[config.mk]
export PLATFORM = sky130hd
export DESIGN_NAME = espml_ctrl
export DESIGN_NICKNAME = d
export VERILOG_FILES = /design/src/rtl/espml_pkg.sv /design/src/rtl/espml_ctrl.sv
export SDC_FILE = /design/constraint.sdc
export NUM_CORES = 1
export LEC_CHECK = 0
export ABC_AREA = 0
export BUFFER_PORTS_ARGS = -buffer_cell sky130_fd_sc_hd__buf_2
export CORE_MARGIN = 2
export CORE_UTILIZATION = 57
export DETAILED_ROUTE_END_ITERATION = 8
export PLACE_DENSITY = 0.86
export SYNTH_ARGS = -nofsm -noshare
export SYNTH_HDL_FRONTEND = slang
export SYNTH_SLANG_ARGS = --single-unit
export TNS_END_PERCENT = 100
[constraint.sdc]
create_clock -name clk -period 3.9 [get_ports clk]
set_input_delay 0.39 -clock clk [delete_from_list [all_inputs] [get_ports clk]]
set_output_delay 0.39 -clock clk [all_outputs]
set_load 0.02 [all_outputs]
[src/rtl/espml_pkg.sv]
// Shared types, constants and command codes for the encoder speed PID loop.
package espml_pkg;

    localparam int ANGLE_W = 12;
    localparam int DT_W    = 24;
    localparam int SPEED_W = 16;
    localparam int DUTY_W  = 8;
    localparam int ERR_W   = 17;
    localparam int INTEG_W = 32;
    localparam int GAIN_W  = 32;
    localparam int OP_W    = 33;
    localparam int PROD_W  = 66;
    localparam int SUM_W   = 56;
    localparam int DIV_W   = 50;
    localparam int CNT_W   = 6;
    localparam int CFG_IDX_W  = 3;
    localparam int CFG_DATA_W = 32;

    localparam logic [15:0]    RPM_SCALE     = 16'd14653;
    localparam logic [CNT_W-1:0] SPD_DIV_STEPS = CNT_W'(26);
    localparam logic [CNT_W-1:0] D_DIV_STEPS   = CNT_W'(DIV_W);

    localparam logic [CFG_IDX_W-1:0] REG_TARGET_RPM  = 3'd0;
    localparam logic [CFG_IDX_W-1:0] REG_PROP_GAIN   = 3'd1;
    localparam logic [CFG_IDX_W-1:0] REG_INTEG_GAIN  = 3'd2;
    localparam logic [CFG_IDX_W-1:0] REG_DERIV_GAIN  = 3'd3;
    localparam logic [CFG_IDX_W-1:0] REG_INTEG_LIMIT = 3'd4;
    localparam logic [CFG_IDX_W-1:0] REG_EMA_ALPHA   = 3'd5;
    localparam logic [CFG_IDX_W-1:0] REG_STILL_THR   = 3'd6;

    typedef struct packed {
        logic [SPEED_W-1:0] target_rpm;
        logic [GAIN_W-1:0]  prop_gain;
        logic [GAIN_W-1:0]  integ_gain;
        logic [GAIN_W-1:0]  deriv_gain;
        logic [7:0]         integ_limit;
        logic [8:0]         ema_alpha;
        logic [ANGLE_W-1:0] still_threshold;
    } cfg_t;

    typedef enum logic [2:0] {
        MUL_SCALE,
        MUL_ALPHA,
        MUL_BETA,
        MUL_INTEG,
        MUL_PROP,
        MUL_IGAIN,
        MUL_DERIV
    } mul_sel_t;

    typedef enum logic [3:0] {
        S_IDLE,
        S_CHECK,
        S_DLOAD_SPD,
        S_DIV_SPD,
        S_EMA_A,
        S_EMA_B,
        S_EMA_C,
        S_MUL_INT,
        S_INT,
        S_P,
        S_I,
        S_DLOAD_D,
        S_DIV_D,
        S_D,
        S_FIN
    } state_t;

    typedef struct packed {
        mul_sel_t mul_sel;
        logic     load_in;
        logic     check;
        logic     div_load_spd;
        logic     div_load_d;
        logic     div_step;
        logic     ema_b;
        logic     ema_c;
        logic     int_latch;
        logic     p_latch;
        logic     i_add;
        logic     d_add;
        logic     commit;
    } cmd_t;

    typedef struct packed {
        logic still;
    } stat_t;

endpackage

[src/rtl/espml_ctrl.sv]
// Controller: sequences multiplier, divider and accumulate steps for one item.
module espml_ctrl (
    input  logic              clk,
    input  logic              rst_n,
    input  logic              in_valid,
    output logic              in_ready,
    output logic              out_valid,
    input  logic              out_ready,
    input  espml_pkg::stat_t  stat,
    output espml_pkg::cmd_t   cmd
);

    espml_pkg::state_t             state_reg;
    espml_pkg::state_t             state_next;
    logic [espml_pkg::CNT_W-1:0]   cnt_reg;
    logic [espml_pkg::CNT_W-1:0]   cnt_next;
    logic                          out_valid_reg;
    logic                          out_valid_next;
    logic                          slot_free;

    assign slot_free = !out_valid_reg || out_ready;

    always_comb
    begin
        state_next = state_reg;
        cnt_next   = cnt_reg;
        unique case (state_reg)
            espml_pkg::S_IDLE:
                if (in_valid)
                    state_next = espml_pkg::S_CHECK;
            espml_pkg::S_CHECK:
                state_next = stat.still ? espml_pkg::S_MUL_INT : espml_pkg::S_DLOAD_SPD;
            espml_pkg::S_DLOAD_SPD:
            begin
                cnt_next   = espml_pkg::SPD_DIV_STEPS;
                state_next = espml_pkg::S_DIV_SPD;
            end
            espml_pkg::S_DIV_SPD:
            begin
                cnt_next = cnt_reg - 1'b1;
                if (cnt_reg == espml_pkg::CNT_W'(1))
                    state_next = espml_pkg::S_EMA_A;
            end
            espml_pkg::S_EMA_A:   state_next = espml_pkg::S_EMA_B;
            espml_pkg::S_EMA_B:   state_next = espml_pkg::S_EMA_C;
            espml_pkg::S_EMA_C:   state_next = espml_pkg::S_MUL_INT;
            espml_pkg::S_MUL_INT: state_next = espml_pkg::S_INT;
            espml_pkg::S_INT:     state_next = espml_pkg::S_P;
            espml_pkg::S_P:       state_next = espml_pkg::S_I;
            espml_pkg::S_I:       state_next = espml_pkg::S_DLOAD_D;
            espml_pkg::S_DLOAD_D:
            begin
                cnt_next   = espml_pkg::D_DIV_STEPS;
                state_next = espml_pkg::S_DIV_D;
            end
            espml_pkg::S_DIV_D:
            begin
                cnt_next = cnt_reg - 1'b1;
                if (cnt_reg == espml_pkg::CNT_W'(1))
                    state_next = espml_pkg::S_D;
            end
            espml_pkg::S_D:       state_next = espml_pkg::S_FIN;
            espml_pkg::S_FIN:
                if (slot_free)
                    state_next = espml_pkg::S_IDLE;
            default:              state_next = espml_pkg::S_IDLE;
        endcase
    end

    always_comb
    begin
        cmd         = '0;
        cmd.mul_sel = espml_pkg::MUL_SCALE;
        in_ready    = 1'b0;
        unique case (state_reg)
            espml_pkg::S_IDLE:
            begin
                in_ready    = 1'b1;
                cmd.load_in = in_valid;
            end
            espml_pkg::S_CHECK:
            begin
                cmd.check   = 1'b1;
                cmd.mul_sel = espml_pkg::MUL_SCALE;
            end
            espml_pkg::S_DLOAD_SPD: cmd.div_load_spd = 1'b1;
            espml_pkg::S_DIV_SPD:   cmd.div_step = 1'b1;
            espml_pkg::S_EMA_A:     cmd.mul_sel = espml_pkg::MUL_ALPHA;
            espml_pkg::S_EMA_B:
            begin
                cmd.ema_b   = 1'b1;
                cmd.mul_sel = espml_pkg::MUL_BETA;
            end
            espml_pkg::S_EMA_C:     cmd.ema_c = 1'b1;
            espml_pkg::S_MUL_INT:   cmd.mul_sel = espml_pkg::MUL_INTEG;
            espml_pkg::S_INT:
            begin
                cmd.int_latch = 1'b1;
                cmd.mul_sel   = espml_pkg::MUL_PROP;
            end
            espml_pkg::S_P:
            begin
                cmd.p_latch = 1'b1;
                cmd.mul_sel = espml_pkg::MUL_IGAIN;
            end
            espml_pkg::S_I:
            begin
                cmd.i_add   = 1'b1;
                cmd.mul_sel = espml_pkg::MUL_DERIV;
            end
            espml_pkg::S_DLOAD_D:   cmd.div_load_d = 1'b1;
            espml_pkg::S_DIV_D:     cmd.div_step = 1'b1;
            espml_pkg::S_D:         cmd.d_add = 1'b1;
            espml_pkg::S_FIN:       cmd.commit = slot_free;
            default:                cmd = '0;
        endcase
    end

    always_comb
    begin
        out_valid_next = out_valid_reg;
        if (cmd.commit)
            out_valid_next = 1'b1;
        else if (out_ready)
            out_valid_next = 1'b0;
    end

    always_ff @(posedge clk or negedge rst_n)
    begin
        if (!rst_n)
        begin
            state_reg     <= espml_pkg::S_IDLE;
            cnt_reg       <= '0;
            out_valid_reg <= 1'b0;
        end
        else
        begin
            state_reg     <= state_next;
            cnt_reg       <= cnt_next;
            out_valid_reg <= out_valid_next;
        end
    end

    assign out_valid = out_valid_reg;

    a_commit_slot: assert property (@(posedge clk) disable iff (!rst_n)
        cmd.commit |-> (!out_valid_reg || out_ready))
        else $error("result committed over a waiting item");

    a_accept_next: assert property (@(posedge clk) disable iff (!rst_n)
        (in_valid && in_ready) |=> (state_reg == espml_pkg::S_CHECK))
        else $error("accepted item not started");

    a_div_count: assert property (@(posedge clk) disable iff (!rst_n)
        (state_reg == espml_pkg::S_DIV_SPD || state_reg == espml_pkg::S_DIV_D)
            |-> (cnt_reg != '0))
        else $error("divider step count ran out");

    a_out_source: assert property (@(posedge clk) disable iff (!rst_n)
        $rose(out_valid_reg) |-> $past(cmd.commit))
        else $error("result valid without commit");

endmodule
==> metrics <==
status completed; chip height 45.30 microns; kind of critical path register to output pin; Synth Warn # 0; skew final ~0.0052 ns; synthesis-stage register bit count 11; critical path's top delay family flip-flops; Initial DRC Count 38; Antenna Nets Post-Route 0; Synth async-reset ratio between 90% and 100%; number of global-route vias before repair a little under 900; top-count cell post-synth nor2_1; Worst-Skew Late Latency between 0.2 and 0.3 ns; IO buf count 21; Root Buffer clkbuf_4; fin crit period around 2.5 ns; MaxCap Viol Count 0; Finish-stage setup viols 0; CP arrival approximately 2.1 ns; Fin Hold WS 0.3966 ns; vias per cell between 6 and 7; htree depth 1; slowest library cell on the worst path dfrtp_1; TritonCTS clock tree built; LEAKAGE ~0.48 nW; gp weighted congestion roughly 0.9; TritonCTS Sinks 11; Switching Fraction between 50 and 60%; number of synthesized flops with an enable pin 0; Post-Syn Instances approximately 130; Synth Cell Area 972.2 sq um; worst path bufs/invs 2; Clock Power Share under 10%; crit end category output pin; Commonest cells post-synth 16 x nor2_1, 15 x nand2_1, 11 x dfrtp_1, 8 x inv_1, 7 x buf_2; Post-layout nets 149; final std cells w/o fill around 160; FP Rows 14; first-pass GRT wire length ~4000 microns; Cell variety after synth 43; largest net degree at the start of global routing 27; Cell Chain, Critical Path inv_1 > nand2_1 > o22ai_1 > buf_2; I/O pins 22; # diodes 0; unrepaired setup endpoints after global routing false; FMAX around 410 MHz; Reg power frac about a third; Fillers 129; Power Density around 940 nW/um^2; via count 1045; drc violations 0; Slew Viols, Final 0; Pint 0.0004539 W; CTS max path bufs 2; actual slew at the worst max-slew pin between 0.8 and 0.9 ns; post-cts resize count 0; Hold Fails Final Rpt 0; Peak supply drop between 0.6 and 0.7 mV; Net Sw Power ~0.00056 W; die area approximately 2100 sq um; placed insts 152; Slew HR 42.84%; DRT Wirelength roughly 2500 microns; slowest stage delay, CP 0.91 ns; Core Area ~1600 sq um; P&R area growth vs syn 11.07%; dpl hpwl 1698 microns; R2R depth 3; hold depth 3; CP required about 3.5 ns; wire per inst 15.83 microns; fin crit share roughly 63%; Die X between 40 and 50 microns; HP Class input port to register; Reg clk slew, reported paths 0.08 ns; Avg Synthesized Cell Area slightly below 8 sq um; Comb power frac between 50 and 60%; initial antenna violation count 0; type of origin of the critical path register; max reg flops 6; share of layout cells above drive strength 1 between 20% and 30%; Layout Utilization 69.26%; CTS buffer count 3; Synth area leader dfrtp_1; ys flop type dfrtp_1; Area contributors post-synth dfrtp_1 28%, nor2_1 6.2%, nand2_1 5.8%; area share of the largest cell type after synthesis between 20% and 30%; Max FO, Critical Path 26; final setup TNS 0 ns; Initial Utilization 62.36%; Pre-Repair DR Iteration Count 4; grt total ovfl 0; critical path depth 4; Global Route Usage Sum between 20% and 30%; Mapped Nets around 130; sequential share of the synthesized area between 20 and 30%
==> repair_timing <==
| item | in CTS | in global routing |
|---|---|---|
| endpoints found under the hold margin | 11 | 0 |
| setup buffers | 0 | 0 |
| hold buffers | 1 | 0 |
==> final timing paths <==
check                              from      endpoint  slack (ns)
hold / removal                out_ready     out_valid        0.40
setup reg to reg           state_reg[2]  state_reg[2]        1.89
hold reg to reg               out_valid     out_valid        0.51
setup / recovery           state_reg[2]       cmd[13]        1.44
max in group asynchronous         rst_n    cnt_reg[1]        3.15
min in group asynchronous         rst_n  state_reg[3]        0.52
==> cell usage in the layout (no fill, tap or decap), types with 2 or more instances in the layout <==
cell,n
a21oi_1,6
a221oi_1,2
a2bb2oi_1,2
a31oi_1,2
buf_2,21
clkbuf_4,3
dfrtp_1,11
ha_1,2
inv_1,8
nand2_1,15
nand2b_1,3
nand3_1,2
nor2_1,16
nor2b_1,3
nor3_1,5
nor3b_1,3
o21ai_0,5
o221ai_1,3
o22ai_1,4
==> cell families after synthesis <==
kind of cell    after synthesis  share of synthesized area, %
mux                           1                         1.158
buf+inv                      19                         9.008
fa+ha+maj                     2                         2.574
compound gates               35                         26.26
simple gates                 57                         32.69
flops                        11                         28.31
==> power by group through the flow <==
stage / combinational (W) / clock [W] / sequential [W]
2_1_floorplan: 0.000574 / 0 / 0.000220
3_3_place_gp: 0.000573 / 0 / 0.000330
3_5_place_dp: 0.000589 / 0 / 0.000334
4_1_cts: 0.000596 / 0.0000854 / 0.000332
5_1_grt: 0.000658 / 0.0000881 / 0.000353
6_report: 0.000598 / 0.0000823 / 0.000338
==> worst reg2reg max path: stages, from the launching register on <==
cell      delay [ns]
dfrtp_1         0.91
nor4_2          0.17
a221oi_2        0.46
mux2_1          0.36
==> metrics by stage <==
stage          power (W)  instance area [sq um]  setup WS, ns
2_1_floorplan  0.0007934                  972.2         2.051
3_3_place_gp   0.0009032                   1044         1.866
3_5_place_dp   0.0009233                   1044         1.791
4_1_cts         0.001013                   1080         1.455
5_1_grt         0.001100                   1080         1.293
6_report        0.001019                   1080         1.441
==> final cells by class <==
class | instances | area [sq um] | area share (%)
clock buffer | 4 | 26.28 | 2.433
inverter | 9 | 33.78 | 3.129
multi-input combinational | 95 | 609.3 | 56.43
sequential | 11 | 275.3 | 25.49
tap | 16 | 20.02 | 1.854
timing repair buffer | 22 | 115.1 | 10.66
==> per-layer routing <==
| metal | GRT usage (%) | wire (microns) |
|---|---|---|
| met1 | 33.91 | 1026 |
| met5 | 0 | 0 |
| met4 | 11.18 | 44 |
| met3 | 3.600 | 212 |
| met2 | 46.00 | 1201 |
Power figures use the tool's default switching activity.
